<file path="config.mk">
export PLATFORM = sky130hd
export DESIGN_NAME = round_robin_first_fit_placer_unit_flat
export DESIGN_NICKNAME = d
export VERILOG_FILES = /design/src/rtl/rrff_pkg.sv /design/src/rtl/rrff_if.sv /design/src/rtl/rrff_front.sv /design/src/rtl/rrff_queue.sv /design/src/rtl/rrff_back.sv /design/src/rtl/round_robin_first_fit_placer_unit.sv /design/src/flat_wrapper.sv
export SDC_FILE = /design/constraint.sdc
export NUM_CORES = 2
export LEC_CHECK = 0
export ABC_CLOCK_PERIOD_IN_PS = 7400
export BUFFER_PORTS_ARGS = -buffer_cell sky130_fd_sc_hd__buf_2
export CAP_MARGIN = 0
export CORE_MARGIN = 5
export CORE_UTILIZATION = 50
export DETAILED_ROUTE_END_ITERATION = 8
export PLACE_DENSITY = 0.73
export SLEW_MARGIN = 40
export SYNTH_ARGS = -nofsm -noshare
export SYNTH_HDL_FRONTEND = slang
export SYNTH_SLANG_ARGS = --single-unit
</file>
<file path="constraint.sdc">
create_clock -name clock -period 7.4 [get_ports clock]
set_input_delay 0.74 -clock clock [delete_from_list [all_inputs] [get_ports clock]]
set_output_delay 0.74 -clock clock [all_outputs]
set_load 0.02 [all_outputs]
</file>
<file path="src/rtl/rrff_pkg.sv">
// shared constants, codes and types of the round-robin first-fit placer
`default_nettype none
package rrff_pkg;

   localparam int MAX_NODES   = 16;
   localparam int NODE_W      = $clog2(MAX_NODES);
   localparam int CNT_W       = $clog2(MAX_NODES + 1);
   localparam int NCOUNT_W    = 5;
   localparam int COST_W      = 16;
   localparam int FREE_W      = 20;
   localparam int NEED_W      = 24;
   localparam int REQ_W       = 16;
   localparam int SCNT_W      = 8;
   localparam int KIND_W      = 2;
   localparam int CSR_IDX_W   = 3;
   localparam int CSR_DATA_W  = 16;
   localparam int QUEUE_DEPTH = 2;
   localparam int QPTR_W      = $clog2(QUEUE_DEPTH);
   localparam int QCNT_W      = $clog2(QUEUE_DEPTH + 1);

   typedef enum logic {
      OP_PLACE  = 1'b0,
      OP_UPDATE = 1'b1
   } op_type;

   localparam logic [KIND_W-1:0] KIND_PLACED   = 2'd0;
   localparam logic [KIND_W-1:0] KIND_REJECTED = 2'd1;
   localparam logic [KIND_W-1:0] KIND_UPDATED  = 2'd2;

   localparam logic [CSR_IDX_W-1:0] CSR_NODE_COUNT   = 3'd0;
   localparam logic [CSR_IDX_W-1:0] CSR_CPU_COST     = 3'd1;
   localparam logic [CSR_IDX_W-1:0] CSR_MEM_COST     = 3'd2;
   localparam logic [CSR_IDX_W-1:0] CSR_BW_COST      = 3'd3;
   localparam logic [CSR_IDX_W-1:0] CSR_OVERHEAD_CPU = 3'd4;
   localparam logic [CSR_IDX_W-1:0] CSR_OVERHEAD_MEM = 3'd5;
   localparam logic [CSR_IDX_W-1:0] CSR_OVERHEAD_BW  = 3'd6;

   localparam logic [NCOUNT_W-1:0] RST_NODE_COUNT   = 5'd16;
   localparam logic [COST_W-1:0]   RST_CPU_COST     = 16'd1000;
   localparam logic [COST_W-1:0]   RST_MEM_COST     = 16'd512;
   localparam logic [COST_W-1:0]   RST_BW_COST      = 16'd100;
   localparam logic [COST_W-1:0]   RST_OVERHEAD_CPU = 16'd1200;
   localparam logic [COST_W-1:0]   RST_OVERHEAD_MEM = 16'd512;
   localparam logic [COST_W-1:0]   RST_OVERHEAD_BW  = 16'd120;
   localparam logic [FREE_W-1:0]   RST_FREE_CPU     = 20'd10000;
   localparam logic [FREE_W-1:0]   RST_FREE_MEM     = 20'd8192;
   localparam logic [FREE_W-1:0]   RST_FREE_BW      = 20'd1000;
   localparam logic [NODE_W-1:0]   RST_LAST         = NODE_W'(MAX_NODES - 1);

   typedef struct packed {
      logic [NCOUNT_W-1:0] node_count;
      logic [COST_W-1:0]   cpu_cost;
      logic [COST_W-1:0]   mem_cost;
      logic [COST_W-1:0]   bw_cost;
      logic [COST_W-1:0]   overhead_cpu;
      logic [COST_W-1:0]   overhead_mem;
      logic [COST_W-1:0]   overhead_bw;
   } cfg_type;

   typedef struct packed {
      op_type              op;
      logic [REQ_W-1:0]    requester_id;
      logic [SCNT_W-1:0]   server_count;
      logic [NODE_W-1:0]   update_node;
      logic [FREE_W-1:0]   free_cpu;
      logic [FREE_W-1:0]   free_memory;
      logic [FREE_W-1:0]   free_bandwidth;
      logic [NEED_W-1:0]   need_cpu;
      logic [NEED_W-1:0]   need_mem;
      logic [NEED_W-1:0]   need_bw;
   } item_type;

   typedef struct packed {
      logic [KIND_W-1:0]   kind;
      logic [REQ_W-1:0]    out_requester;
      logic [NODE_W-1:0]   chosen_node;
      logic [SCNT_W-1:0]   out_server_count;
   } rsp_type;

   typedef enum logic [2:0] {
      ST_IDLE   = 3'b001,
      ST_REDUCE = 3'b010,
      ST_SCAN   = 3'b100
   } back_state_type;

endpackage
`default_nettype wire

</file>
<file path="src/rtl/rrff_if.sv">
// request and response channel interfaces of the placer
`default_nettype none
interface rrff_req_if;
   logic                           valid;
   logic                           ready;
   logic                           op;
   logic [rrff_pkg::REQ_W-1:0]     requester_id;
   logic [rrff_pkg::SCNT_W-1:0]    server_count;
   logic [rrff_pkg::NODE_W-1:0]    update_node;
   logic [rrff_pkg::FREE_W-1:0]    free_cpu;
   logic [rrff_pkg::FREE_W-1:0]    free_memory;
   logic [rrff_pkg::FREE_W-1:0]    free_bandwidth;

   modport source (
      output valid, op, requester_id, server_count, update_node,
             free_cpu, free_memory, free_bandwidth,
      input  ready
   );
   modport sink (
      input  valid, op, requester_id, server_count, update_node,
             free_cpu, free_memory, free_bandwidth,
      output ready
   );
endinterface

interface rrff_rsp_if;
   logic                           valid;
   logic                           ready;
   logic [rrff_pkg::KIND_W-1:0]    kind;
   logic [rrff_pkg::REQ_W-1:0]     out_requester;
   logic [rrff_pkg::NODE_W-1:0]    chosen_node;
   logic [rrff_pkg::SCNT_W-1:0]    out_server_count;

   modport source (
      output valid, kind, out_requester, chosen_node, out_server_count,
      input  ready
   );
   modport sink (
      input  valid, kind, out_requester, chosen_node, out_server_count,
      output ready
   );
endinterface
`default_nettype wire

</file>
<file path="src/rtl/rrff_front.sv">
// front end: input beat register and per-resource need computation
`default_nettype none
module rrff_front (
   input  wire logic              clock,
   input  wire logic              reset,
   input  wire rrff_pkg::cfg_type cfg,
   rrff_req_if.sink               req_bus,
   output rrff_pkg::item_type     push_item,
   output logic                   push_valid,
   input  wire logic              push_ready
);

   rrff_pkg::item_type stage_ff, stage_in;
   logic               stage_valid_ff, stage_valid_in;
   logic               take;

   always_comb begin
      req_bus.ready = !stage_valid_ff || push_ready;
      take          = req_bus.valid && req_bus.ready;

      stage_valid_in = stage_valid_ff && !push_ready;
      stage_in       = stage_ff;
      if (take) begin
         stage_valid_in          = 1'b1;
         stage_in.op             = rrff_pkg::op_type'(req_bus.op);
         stage_in.requester_id   = req_bus.requester_id;
         stage_in.server_count   = req_bus.server_count;
         stage_in.update_node    = req_bus.update_node;
         stage_in.free_cpu       = req_bus.free_cpu;
         stage_in.free_memory    = req_bus.free_memory;
         stage_in.free_bandwidth = req_bus.free_bandwidth;
         stage_in.need_cpu       = '0;
         stage_in.need_mem       = '0;
         stage_in.need_bw        = '0;
      end
   end

   // need = count * per-server cost + overhead, always fits in 24 bits
   always_comb begin
      push_valid        = stage_valid_ff;
      push_item         = stage_ff;
      push_item.need_cpu = rrff_pkg::NEED_W'(stage_ff.server_count)
                         * rrff_pkg::NEED_W'(cfg.cpu_cost)
                         + rrff_pkg::NEED_W'(cfg.overhead_cpu);
      push_item.need_mem = rrff_pkg::NEED_W'(stage_ff.server_count)
                         * rrff_pkg::NEED_W'(cfg.mem_cost)
                         + rrff_pkg::NEED_W'(cfg.overhead_mem);
      push_item.need_bw  = rrff_pkg::NEED_W'(stage_ff.server_count)
                         * rrff_pkg::NEED_W'(cfg.bw_cost)
                         + rrff_pkg::NEED_W'(cfg.overhead_bw);
   end

   always_ff @(posedge clock) begin
      if (reset) begin
         stage_valid_ff <= 1'b0;
      end else begin
         stage_valid_ff <= stage_valid_in;
      end
      stage_ff <= stage_in;
   end

endmodule
`default_nettype wire

</file>
<file path="src/rtl/rrff_queue.sv">
// short queue between the front end and the scan engine
`default_nettype none
module rrff_queue (
   input  wire logic               clock,
   input  wire logic               reset,
   input  wire rrff_pkg::item_type in_item,
   input  wire logic               in_valid,
   output logic                    in_ready,
   output rrff_pkg::item_type      out_item,
   output logic                    out_valid,
   input  wire logic               out_ready
);

   rrff_pkg::item_type              entries_ff [rrff_pkg::QUEUE_DEPTH];
   logic [rrff_pkg::QPTR_W-1:0]     wr_ptr_ff, wr_ptr_in;
   logic [rrff_pkg::QPTR_W-1:0]     rd_ptr_ff, rd_ptr_in;
   logic [rrff_pkg::QCNT_W-1:0]     count_ff, count_in;
   logic                            push, pop;

   always_comb begin
      in_ready  = count_ff != rrff_pkg::QCNT_W'(rrff_pkg::QUEUE_DEPTH);
      out_valid = count_ff != '0;
      out_item  = entries_ff[rd_ptr_ff];
      push      = in_valid && in_ready;
      pop       = out_valid && out_ready;

      wr_ptr_in = wr_ptr_ff;
      rd_ptr_in = rd_ptr_ff;
      count_in  = count_ff;
      if (push) begin
         wr_ptr_in = (wr_ptr_ff == rrff_pkg::QPTR_W'(rrff_pkg::QUEUE_DEPTH - 1)) ?
                     '0 : wr_ptr_ff + rrff_pkg::QPTR_W'(1);
      end
      if (pop) begin
         rd_ptr_in = (rd_ptr_ff == rrff_pkg::QPTR_W'(rrff_pkg::QUEUE_DEPTH - 1)) ?
                     '0 : rd_ptr_ff + rrff_pkg::QPTR_W'(1);
      end
      if (push && !pop) begin
         count_in = count_ff + rrff_pkg::QCNT_W'(1);
      end else if (pop && !push) begin
         count_in = count_ff - rrff_pkg::QCNT_W'(1);
      end
   end

   always_ff @(posedge clock) begin
      if (reset) begin
         wr_ptr_ff <= '0;
         rd_ptr_ff <= '0;
         count_ff  <= '0;
      end else begin
         wr_ptr_ff <= wr_ptr_in;
         rd_ptr_ff <= rd_ptr_in;
         count_ff  <= count_in;
      end
      if (push) begin
         entries_ff[wr_ptr_ff] <= in_item;
      end
   end

endmodule
`default_nettype wire

</file>
<file path="src/rtl/rrff_back.sv">
// scan engine: node tables, round-robin pointer and result register
`default_nettype none
module rrff_back (
   input  wire logic               clock,
   input  wire logic               reset,
   input  wire rrff_pkg::cfg_type  cfg,
   input  wire rrff_pkg::item_type pop_item,
   input  wire logic               pop_valid,
   output logic                    pop_ready,
   rrff_rsp_if.source              rsp_bus
);

   logic [rrff_pkg::FREE_W-1:0] cpu_tab_ff [rrff_pkg::MAX_NODES];
   logic [rrff_pkg::FREE_W-1:0] mem_tab_ff [rrff_pkg::MAX_NODES];
   logic [rrff_pkg::FREE_W-1:0] bw_tab_ff  [rrff_pkg::MAX_NODES];

   rrff_pkg::back_state_type    state_ff, state_in;
   rrff_pkg::item_type          work_ff, work_in;
   logic [rrff_pkg::CNT_W-1:0]  idx_ff, idx_in;
   logic [rrff_pkg::NODE_W-1:0] step_ff, step_in;
   logic [rrff_pkg::NODE_W-1:0] last_ff, last_in;
   rrff_pkg::rsp_type           out_ff, out_in;
   logic                        out_valid_ff, out_valid_in;

   logic [rrff_pkg::CNT_W-1:0]  active;
   logic [rrff_pkg::CNT_W-1:0]  idx_next;
   logic [rrff_pkg::NODE_W-1:0] cur_node;
   logic                        fits;
   logic                        tab_we;

   // zero nodes acts as one, more than the table holds is clamped
   always_comb begin
      if (cfg.node_count == '0) begin
         active = rrff_pkg::CNT_W'(1);
      end else if (32'(cfg.node_count) > rrff_pkg::MAX_NODES) begin
         active = rrff_pkg::CNT_W'(rrff_pkg::MAX_NODES);
      end else begin
         active = rrff_pkg::CNT_W'(cfg.node_count);
      end
   end

   always_comb begin
      cur_node = idx_ff[rrff_pkg::NODE_W-1:0];
      fits     = (rrff_pkg::NEED_W'(cpu_tab_ff[cur_node]) >= work_ff.need_cpu)
              && (rrff_pkg::NEED_W'(mem_tab_ff[cur_node]) >= work_ff.need_mem)
              && (rrff_pkg::NEED_W'(bw_tab_ff[cur_node])  >= work_ff.need_bw);
      idx_next = idx_ff + rrff_pkg::CNT_W'(1);
   end

   always_comb begin
      state_in     = state_ff;
      work_in      = work_ff;
      idx_in       = idx_ff;
      step_in      = step_ff;
      last_in      = last_ff;
      out_in       = out_ff;
      out_valid_in = out_valid_ff && !rsp_bus.ready;
      tab_we       = 1'b0;
      pop_ready    = 1'b0;

      case (state_ff)
         rrff_pkg::ST_IDLE: begin
            if (pop_valid && (!out_valid_ff || rsp_bus.ready)) begin
               pop_ready = 1'b1;
               if (pop_item.op == rrff_pkg::OP_UPDATE) begin
                  tab_we                  = 1'b1;
                  out_in.kind             = rrff_pkg::KIND_UPDATED;
                  out_in.out_requester    = '0;
                  out_in.chosen_node      = pop_item.update_node;
                  out_in.out_server_count = '0;
                  out_valid_in            = 1'b1;
               end else begin
                  work_in  = pop_item;
                  idx_in   = rrff_pkg::CNT_W'(last_ff) + rrff_pkg::CNT_W'(1);
                  step_in  = '0;
                  state_in = rrff_pkg::ST_REDUCE;
               end
            end
         end
         // start node is (last + 1) mod active, by repeated subtraction
         rrff_pkg::ST_REDUCE: begin
            if (idx_ff >= active) begin
               idx_in = idx_ff - active;
            end else begin
               state_in = rrff_pkg::ST_SCAN;
            end
         end
         rrff_pkg::ST_SCAN: begin
            if (fits) begin
               out_in.kind             = rrff_pkg::KIND_PLACED;
               out_in.out_requester    = work_ff.requester_id;
               out_in.chosen_node      = cur_node;
               out_in.out_server_count = work_ff.server_count;
               out_valid_in            = 1'b1;
               last_in                 = cur_node;
               state_in                = rrff_pkg::ST_IDLE;
            end else if (rrff_pkg::CNT_W'(step_ff) == active - rrff_pkg::CNT_W'(1)) begin
               out_in.kind             = rrff_pkg::KIND_REJECTED;
               out_in.out_requester    = work_ff.requester_id;
               out_in.chosen_node      = '0;
               out_in.out_server_count = work_ff.server_count;
               out_valid_in            = 1'b1;
               state_in                = rrff_pkg::ST_IDLE;
            end else begin
               idx_in  = (idx_next == active) ? '0 : idx_next;
               step_in = step_ff + rrff_pkg::NODE_W'(1);
            end
         end
         default: begin
            state_in = rrff_pkg::ST_IDLE;
         end
      endcase
   end

   always_comb begin
      rsp_bus.valid            = out_valid_ff;
      rsp_bus.kind             = out_ff.kind;
      rsp_bus.out_requester    = out_ff.out_requester;
      rsp_bus.chosen_node      = out_ff.chosen_node;
      rsp_bus.out_server_count = out_ff.out_server_count;
   end

   always_ff @(posedge clock) begin
      if (reset) begin
         state_ff     <= rrff_pkg::ST_IDLE;
         last_ff      <= rrff_pkg::RST_LAST;
         out_valid_ff <= 1'b0;
         for (int i = 0; i < rrff_pkg::MAX_NODES; i++) begin
            cpu_tab_ff[i] <= rrff_pkg::RST_FREE_CPU;
            mem_tab_ff[i] <= rrff_pkg::RST_FREE_MEM;
            bw_tab_ff[i]  <= rrff_pkg::RST_FREE_BW;
         end
      end else begin
         state_ff     <= state_in;
         last_ff      <= last_in;
         out_valid_ff <= out_valid_in;
         if (tab_we) begin
            cpu_tab_ff[pop_item.update_node] <= pop_item.free_cpu;
            mem_tab_ff[pop_item.update_node] <= pop_item.free_memory;
            bw_tab_ff[pop_item.update_node]  <= pop_item.free_bandwidth;
         end
      end
      work_ff <= work_in;
      idx_ff  <= idx_in;
      step_ff <= step_in;
      out_ff  <= out_in;
   end

endmodule
`default_nettype wire

</file>
<file path="src/rtl/round_robin_first_fit_placer_unit.sv">
// Round-robin first-fit placer: picks a node with enough free resources.
// req_bus (valid/ready) carries placement requests (op 0) and resource
// updates (op 1); rsp_bus (valid/ready) returns exactly one beat per request
// beat, in order: placed, rejected or update applied.
// csr_we/csr_index/csr_wdata write the seven settings registers; write only
// while no request is in flight.
// An input beat is registered, its needs computed, and it enters a two-entry
// queue. The scan engine takes one item at a time: an update completes as it
// leaves the queue, writing the node table; a placement leaves the queue, finds
// its start node in the REDUCE state by repeated subtraction and then checks one
// node per cycle in the SCAN state, up to active nodes. One comparator set is
// stepped over the node table. An update passes the input register, the queue
// and the output register before rsp_bus.valid; a placement also passes the
// REDUCE and SCAN states.
// A stalled receiver holds the result in the output register; the queue and
// input register keep accepting until full.
// Synchronous reset sets the registers to their defaults, every node's free
// amounts to their initial values and the pointer to the last node; the
// block accepts beats in the first cycle after reset.
`default_nettype none
module round_robin_first_fit_placer_unit (
   input  wire logic                              clock,
   input  wire logic                              reset,
   rrff_req_if.sink                               req_bus,
   rrff_rsp_if.source                             rsp_bus,
   input  wire logic                              csr_we,
   input  wire logic [rrff_pkg::CSR_IDX_W-1:0]    csr_index,
   input  wire logic [rrff_pkg::CSR_DATA_W-1:0]   csr_wdata
);

   rrff_pkg::cfg_type  cfg_ff, cfg_in;
   rrff_pkg::item_type push_item, pop_item;
   logic               push_valid, push_ready;
   logic               pop_valid, pop_ready;

   always_comb begin
      cfg_in = cfg_ff;
      if (csr_we) begin
         case (csr_index)
            rrff_pkg::CSR_NODE_COUNT:
               cfg_in.node_count = csr_wdata[rrff_pkg::NCOUNT_W-1:0];
            rrff_pkg::CSR_CPU_COST:     cfg_in.cpu_cost     = csr_wdata;
            rrff_pkg::CSR_MEM_COST:     cfg_in.mem_cost     = csr_wdata;
            rrff_pkg::CSR_BW_COST:      cfg_in.bw_cost      = csr_wdata;
            rrff_pkg::CSR_OVERHEAD_CPU: cfg_in.overhead_cpu = csr_wdata;
            rrff_pkg::CSR_OVERHEAD_MEM: cfg_in.overhead_mem = csr_wdata;
            rrff_pkg::CSR_OVERHEAD_BW:  cfg_in.overhead_bw  = csr_wdata;
            default: begin
               cfg_in = cfg_ff;
            end
         endcase
      end
   end

   always_ff @(posedge clock) begin
      if (reset) begin
         cfg_ff.node_count   <= rrff_pkg::RST_NODE_COUNT;
         cfg_ff.cpu_cost     <= rrff_pkg::RST_CPU_COST;
         cfg_ff.mem_cost     <= rrff_pkg::RST_MEM_COST;
         cfg_ff.bw_cost      <= rrff_pkg::RST_BW_COST;
         cfg_ff.overhead_cpu <= rrff_pkg::RST_OVERHEAD_CPU;
         cfg_ff.overhead_mem <= rrff_pkg::RST_OVERHEAD_MEM;
         cfg_ff.overhead_bw  <= rrff_pkg::RST_OVERHEAD_BW;
      end else begin
         cfg_ff <= cfg_in;
      end
   end

   rrff_front u_front (
      .clock      (clock),
      .reset      (reset),
      .cfg        (cfg_ff),
      .req_bus    (req_bus),
      .push_item  (push_item),
      .push_valid (push_valid),
      .push_ready (push_ready)
   );

   rrff_queue u_queue (
      .clock     (clock),
      .reset     (reset),
      .in_item   (push_item),
      .in_valid  (push_valid),
      .in_ready  (push_ready),
      .out_item  (pop_item),
      .out_valid (pop_valid),
      .out_ready (pop_ready)
   );

   rrff_back u_back (
      .clock     (clock),
      .reset     (reset),
      .cfg       (cfg_ff),
      .pop_item  (pop_item),
      .pop_valid (pop_valid),
      .pop_ready (pop_ready),
      .rsp_bus   (rsp_bus)
   );

endmodule
`default_nettype wire

</file>
<file path="src/flat_wrapper.sv">
// flat-port wrapper written by rule: the top's interface ports become plain ports
module round_robin_first_fit_placer_unit_flat 
  (clock, reset, csr_we, csr_index, csr_wdata, req_bus_valid, req_bus_op, req_bus_requester_id, req_bus_server_count, req_bus_update_node, req_bus_free_cpu, req_bus_free_memory, req_bus_free_bandwidth, req_bus_ready, rsp_bus_valid, rsp_bus_kind, rsp_bus_out_requester, rsp_bus_chosen_node, rsp_bus_out_server_count, rsp_bus_ready);
  rrff_req_if req_bus_i ();
  rrff_rsp_if rsp_bus_i ();
  input  wire logic clock;
  input  wire logic reset;
  input  wire logic csr_we;
  input  wire logic [rrff_pkg::CSR_IDX_W-1:0] csr_index;
  input  wire logic [rrff_pkg::CSR_DATA_W-1:0] csr_wdata;
  input wire logic [$bits(req_bus_i.valid)-1:0] req_bus_valid;
  input wire logic [$bits(req_bus_i.op)-1:0] req_bus_op;
  input wire logic [$bits(req_bus_i.requester_id)-1:0] req_bus_requester_id;
  input wire logic [$bits(req_bus_i.server_count)-1:0] req_bus_server_count;
  input wire logic [$bits(req_bus_i.update_node)-1:0] req_bus_update_node;
  input wire logic [$bits(req_bus_i.free_cpu)-1:0] req_bus_free_cpu;
  input wire logic [$bits(req_bus_i.free_memory)-1:0] req_bus_free_memory;
  input wire logic [$bits(req_bus_i.free_bandwidth)-1:0] req_bus_free_bandwidth;
  output wire logic [$bits(req_bus_i.ready)-1:0] req_bus_ready;
  output wire logic [$bits(rsp_bus_i.valid)-1:0] rsp_bus_valid;
  output wire logic [$bits(rsp_bus_i.kind)-1:0] rsp_bus_kind;
  output wire logic [$bits(rsp_bus_i.out_requester)-1:0] rsp_bus_out_requester;
  output wire logic [$bits(rsp_bus_i.chosen_node)-1:0] rsp_bus_chosen_node;
  output wire logic [$bits(rsp_bus_i.out_server_count)-1:0] rsp_bus_out_server_count;
  input wire logic [$bits(rsp_bus_i.ready)-1:0] rsp_bus_ready;
  assign req_bus_i.valid = req_bus_valid;
  assign req_bus_i.op = req_bus_op;
  assign req_bus_i.requester_id = req_bus_requester_id;
  assign req_bus_i.server_count = req_bus_server_count;
  assign req_bus_i.update_node = req_bus_update_node;
  assign req_bus_i.free_cpu = req_bus_free_cpu;
  assign req_bus_i.free_memory = req_bus_free_memory;
  assign req_bus_i.free_bandwidth = req_bus_free_bandwidth;
  assign req_bus_ready = req_bus_i.ready;
  assign rsp_bus_valid = rsp_bus_i.valid;
  assign rsp_bus_kind = rsp_bus_i.kind;
  assign rsp_bus_out_requester = rsp_bus_i.out_requester;
  assign rsp_bus_chosen_node = rsp_bus_i.chosen_node;
  assign rsp_bus_out_server_count = rsp_bus_i.out_server_count;
  assign rsp_bus_i.ready = rsp_bus_ready;
  round_robin_first_fit_placer_unit u_core (.clock(clock), .reset(reset), .req_bus(req_bus_i), .rsp_bus(rsp_bus_i), .csr_we(csr_we), .csr_index(csr_index), .csr_wdata(csr_wdata));
endmodule
</file>
; ---- Word-level counts from Yosys, hierarchy flattened
; Memory sizes are Yosys's and may differ from the RTL's. A register that Yosys moved wholly into a read port is not among the register bits.
; Cells that the tools add are included.
[op_classes]
n_eq_ne = 20
bitwise_logic = 1
mul = 3
addsub = 12
order_cmp = 5
muxes = 61
reduce_logical = 40
[ops]
columns = cell, n
row1 = 30-bit two-way mux, 4
row2 = 24-bit by 16-bit adder with 24-bit output, 3
row3 = 20-bit by 24-bit greater-or-equal comparator with 1-bit output, 3
row4 = 8-bit by 16-bit multiplier with 24-bit output, 3
row5 = 20-bit two-way mux, 3
row6 = 30-bit case mux with 2 select lines, 1
row7 = 20-bit OR reduction, 3
row8 = 4-bit two-way mux, 10
row9 = 5-bit two-way mux, 8
row10 = 1-bit two-way mux, 24
row11 = 2-bit AND reduction, 8
row12 = 3-bit two-way mux, 5
row13 = 5-bit case mux with 3 select lines, 1
row14 = 2-bit inequality test (second input constant), 7
row15 = 3-bit == test (second input constant), 4
row16 = 1-bit logical AND, 10
row17 = 3-bit by 2-bit == test with 1-bit output (second input constant), 3
row18 = 3-bit case mux with 3 select lines, 1
row19 = 4-bit case mux with 2 select lines, 1
row20 = 4-bit AND reduction, 2
row21 = 3-bit by 1-bit == test with 1-bit output (second input constant), 2
row22 = 1-bit logical NOT, 6
row23 = 6-bit AND reduction, 1
row24 = 2-bit nonzero test, 3
row25 = 23 further kinds, 26
[word_totals]
register_bits = 338
elab_cells = 178
ram_bits = 1282
output_inout_bits = 32
in_bits = 113
memories = 4
[mem_list]
columns = memory, words, word_bits, rd, rd_ports_with_merged_regs, wr, line_no
row1 = u_core.u_queue.entries_ff, 2, 161, 1, 1, 1, rrff_queue.sv:14  ; rrff_pkg::item_type entries_ff [rrff_pkg::QUEUE_DEPTH];
row2 = u_core.u_back.bw_tab_ff, 16, 20, 1, 1, 16, rrff_back.sv:15  ; logic [rrff_pkg::FREE_W-1:0] bw_tab_ff [rrff_pkg::MAX_NODES];
row3 = u_core.u_back.cpu_tab_ff, 16, 20, 1, 1, 16, rrff_back.sv:13  ; logic [rrff_pkg::FREE_W-1:0] cpu_tab_ff [rrff_pkg::MAX_NODES];
row4 = u_core.u_back.mem_tab_ff, 16, 20, 1, 1, 16, rrff_back.sv:14  ; logic [rrff_pkg::FREE_W-1:0] mem_tab_ff [rrff_pkg::MAX_NODES];

; ---- Depth between registers and ports, before layout
[depth]
ltp_word = 10
ltp_mapped = 21

; ---- Hierarchy
; A second synthesis with hierarchy kept.
[hier_totals]
cells_unflattened = 5628
area_unflattened_um2 = 82130.0
[by_module_without_submodules]
columns = module, seq_area_each_um2, cells_each, area_per_inst_um2, n_inst
row1 = rrff_back, 33121.8, 3040, 49706.4, 1
row2 = rrff_front, 2692.6, 1693, 16196.8, 1
row3 = rrff_queue, 9769.4, 525, 12201.7, 1
row4 = round_robin_first_fit_placer_unit, 2021.9, 370, 4025.1, 1

; ---- Worst setup path before layout
; Ideal clock, no wire load.
[synth_path]
kind = flip-flop to flip-flop
startpoint = register u_core.u_queue.count_ff[0] (netlist name)
endpoint = memory u_core.u_queue.entries_ff[0][0] (netlist name), enable pin
setup_slack_ns = -0.566
setup_time_ns = 0.684
path_stages_with_launch = 4
t_arrival_ns = 7.282
path_buffers = 0
cell_sequence = dfxtp_1 -> nand2b_1 -> nand2_1 -> nor2_1
[synth_between]
elab_chain_cells = 4
[synth_lines]
columns = element, line_no
row1 = start: declaration, rrff_queue.sv:17  ; logic [rrff_pkg::QCNT_W-1:0] count_ff, count_in;
row2 = start signal: assignment, rrff_queue.sv:53  ; count_ff <= count_in;
row3 = 2-bit inequality test, rrff_queue.sv:21  ; in_ready = count_ff != rrff_pkg::QCNT_W'(rrff_pkg::QUEUE_DEPTH);
row4 = 1-bit logical AND, rrff_queue.sv:24  ; push = in_valid && in_ready;
row5 = 1-bit two-way mux, rrff_queue.sv:55  ; if (push) begin
row6 = 1-bit two-way mux (implied by the code), rrff_queue.sv:56  ; entries_ff[wr_ptr_ff] <= in_item;
row7 = end: declaration, rrff_queue.sv:14
; Every way passes these cells.

==> results.txt <==
wirelength, routed - 199 mm
Clock Sinks - 1625
Final Max Slew Viols - 0
Power Dens Cells - 312 nW/um2
Clock Skew - 0.0348 ns
unrepaired setup endpoints after global routing - false
post-synth cell types - 78
setup total negative slack - 0 ns
Die Wd - 407 um
I/O Buffers - 144
Slew @ Worst Pin - 0.959 ns
die footprint - 165000 um2
period utilization - 0.761
final setup vio count - 0
Crit path required time - 7.94 ns
GRT Util Overall - 0.243
DR WL/cell - 24.7 um
multiplexer share of the synthesized area - 0.109
PnR worst setup slack - 1.77 ns
CTS Hold Bufs - 0
DP HPWL - 123 mm
# fillers - 12041
setup bufs post-CTS - 0
Vias/cell - 5.81
Resized Gates After CTS - 0
vias in the first global route - 48175
Post-Synth Adder-Cell Area - 0.109
Setup crit end kind - flop
Avg Cell Area, Syn - 13.8 um2
Syn Inst Count - 5709
crit path time final - 5.63 ns
# Max-Cap Violations - 0
Hold Crit Class - primary input to flop
share of layout cells above drive strength 1 - 0.174
status - completed
async set-reset flop share out of synthesis - 0
crit path DAT - 6.17 ns
register area share after synthesis - 0.606
Die Y - 407 um
synthesized flop and latch total - 1625
Worst slew margin - 0.361
largest net degree at the start of global routing - 116
clk buf depth - 3
synthesized netlist net count - 6325
IO Pins - 145
via count - 46673
peak supply drop - 0.000264 V
Hold Vio Cnt, Final - 0
top_reg_cell synth - edfxtp_1
largest family of logic cells by synthesized area - multiplexers
DR pass1 iterations - 6
Leakage - 32.4 nW
CTS Buf Count - 163
TritonCTS clock tree - built
critical path class - flop to flop
CP max FO - 37
GP Congestion - 0.857
Compound-Gate Fraction of Synth Area - 0.0256
core box area - 156000 um2
final core utilization - 0.561
Synth Area in XOR/XNOR - 0.00780
Setup crit start kind - flop
Post-synth EDFFs - 1506
Setup WS pre-CTS - 1.77 ns
H-tree lvl count - 4
initial drt markers - 5684
Initial Utilization - 0.503
CTS root buf - clkbuf_16
share of synthesized cell area in and, or, nand and nor gates - 0.101
final net count - 6454
Synth-to-Final Area Change - 11.5%
Post-DRT Antenna Nets - 0
row count - 145
Worst-path clk slew - 0.06 ns
worst skew pair latency - 0.81 ns
initial antenna violation count - 5
first-pass GRT wire length - 299 mm
maximum clock rate - 0.178 GHz
Post-Syn Area - 78600 um2
GRT overflow - 0
synth warn - 0
# DRC - 0
## where the power goes
| group | switching [mW] | leakage, nW | internal, mW |
|---|---|---|---|
| Combinational | 4.35 | 14.5 | 3.03 |
| Sequential | 0.544 | 15.3 | 11.3 |
| Clock | 3.51 | 2.57 | 4.67 |
## state kept, by name, summed over array words and instances, names as in the netlist, named ones only
register and cells:
u_core.u_back.idx_ff 5, u_core.u_back.state_ff 3, u_core.cfg_ff 101, u_core.u_back.bw_tab_ff 320
u_core.u_queue.count_ff 2, u_core.u_front.push_item 89, u_core.u_back.rsp_bus.out_requester 16, u_core.u_back.rsp_bus.chosen_node 4
u_core.u_queue.rd_ptr_ff 1, u_core.u_back.last_ff 4, u_core.u_back.step_ff 4, u_core.u_back.rsp_bus.valid 1
u_core.u_back.mem_tab_ff 320, u_core.u_queue.wr_ptr_ff 1, u_core.u_back.work_ff 96, u_core.u_back.rsp_bus.out_server_count 8
u_core.u_queue.entries_ff 322, u_core.u_front.push_valid 1, u_core.u_back.cpu_tab_ff 320, u_core.u_back.rsp_bus.kind 2
## cell usage in the layout, fill, tap and decap left out, types with 137 or more instances in the layout
cell / instances
edfxtp_1: 1506
nor2_1: 847
nand2_1: 582
inv_1: 523
fa_1: 301
mux4_2: 300
and2_1: 239
ha_1: 202
clkbuf_16: 172
a21oi_1: 146
buf_2: 143
buf_4: 137
## worst paths after layout
check | start | to | slack [ns] | cells past startpoint
min reg2reg | u_core.u_front.push_item[78] | u_core.u_queue.entries_ff[1][78] | 0.44 | 0
max | u_core.u_front.push_item[140] | u_core.u_queue.entries_ff[1][44] | 1.77 | 16
max reg2reg | u_core.u_front.push_item[140] | u_core.u_queue.entries_ff[1][44] | 1.77 | 16
min | req_bus_free_cpu[11] | u_core.u_front.push_item[123] | 0.11 | 1
## metal layers
layer  track usage  part of all wire
met2         0.397              0.48
met5             0          0.000065
met4        0.0970             0.044
met1         0.320              0.37
met3        0.0553              0.11
## cells by family (layout without fill, tap and decap cells)
kind of cell,count (synthesis),after routing
XOR/XNOR,70,70
AO/OA/AOI/OAI,319,319
other,0,2
buffers and inverters,863,1124
multiplexers,469,469
flip-flops,1625,1625
AND/OR/NAND/NOR,1860,1860
adder cells (fa/ha/maj),503,503
## critical path, cell delays in order (launching register included)
cell	delay, ns
edfxtp_1	0.64
buf_4	0.45
and2_1	0.20
fa_1	0.45
fa_1	0.47
fa_1	0.51
inv_1	0.05
fa_1	0.47
inv_1	0.05
ha_1	0.33
a2111oi_0	0.42
o21ai_1	0.16
a41oi_1	0.39
o311ai_1	0.19
a31o_2	0.28
a21oi_1	0.17
xnor2_1	0.09
## synthesized netlist by cell type, drive strengths merged, types with 10 or more instances
cell type | instances | area [um2]
nand2b | 14 | 87.6
edfxtp | 1506 | 45200
clkbuf | 256 | 961
xnor2 | 49 | 429
fa | 301 | 6030
mux4 | 300 | 6760
and3 | 35 | 219
xor2 | 21 | 184
buf | 82 | 398
inv | 525 | 1970
nand3 | 40 | 200
mux2 | 102 | 1160
and2 | 240 | 1500
mux2i | 67 | 671
o21ai | 52 | 268
nor2b | 10 | 62.6
nor2 | 858 | 3230
o21a | 11 | 82.6
nor3 | 17 | 90.1
a21o | 25 | 188
o211ai | 12 | 90.1
dfxtp | 119 | 2380
nand2 | 614 | 2300
a21oi | 149 | 764
ha | 202 | 2530
## stage by stage
step / cells / hold WS (ns) / area [um2] / total power, mW
floorplan: 5709 / 0.421 / 78600 / 16.9
global placement: 7723 / 0.422 / 82000 / 19.0
detailed placement: 7729 / 0.430 / 82200 / 19.3
CTS: 8026 / 0.0511 / 87500 / 27.4
global route: 8028 / 0.0679 / 87700 / 28.6
finish: 8030 / 0.110 / 87700 / 27.4
## area by class of cell
cell class              instances  area [um2]  area share
diodes                          2        5.00   0.0000571
clock buffers                 214        4480      0.0511
clock inverters                83         786     0.00896
inverters                     525        1970      0.0225
multi-input cells            3221       28100       0.321
flip-flops and latches       1625       47600       0.543
well taps                    2058        2570      0.0294
repair buffers                302        2100      0.0239
No activity file was read; power rests on OpenSTA's default activity.
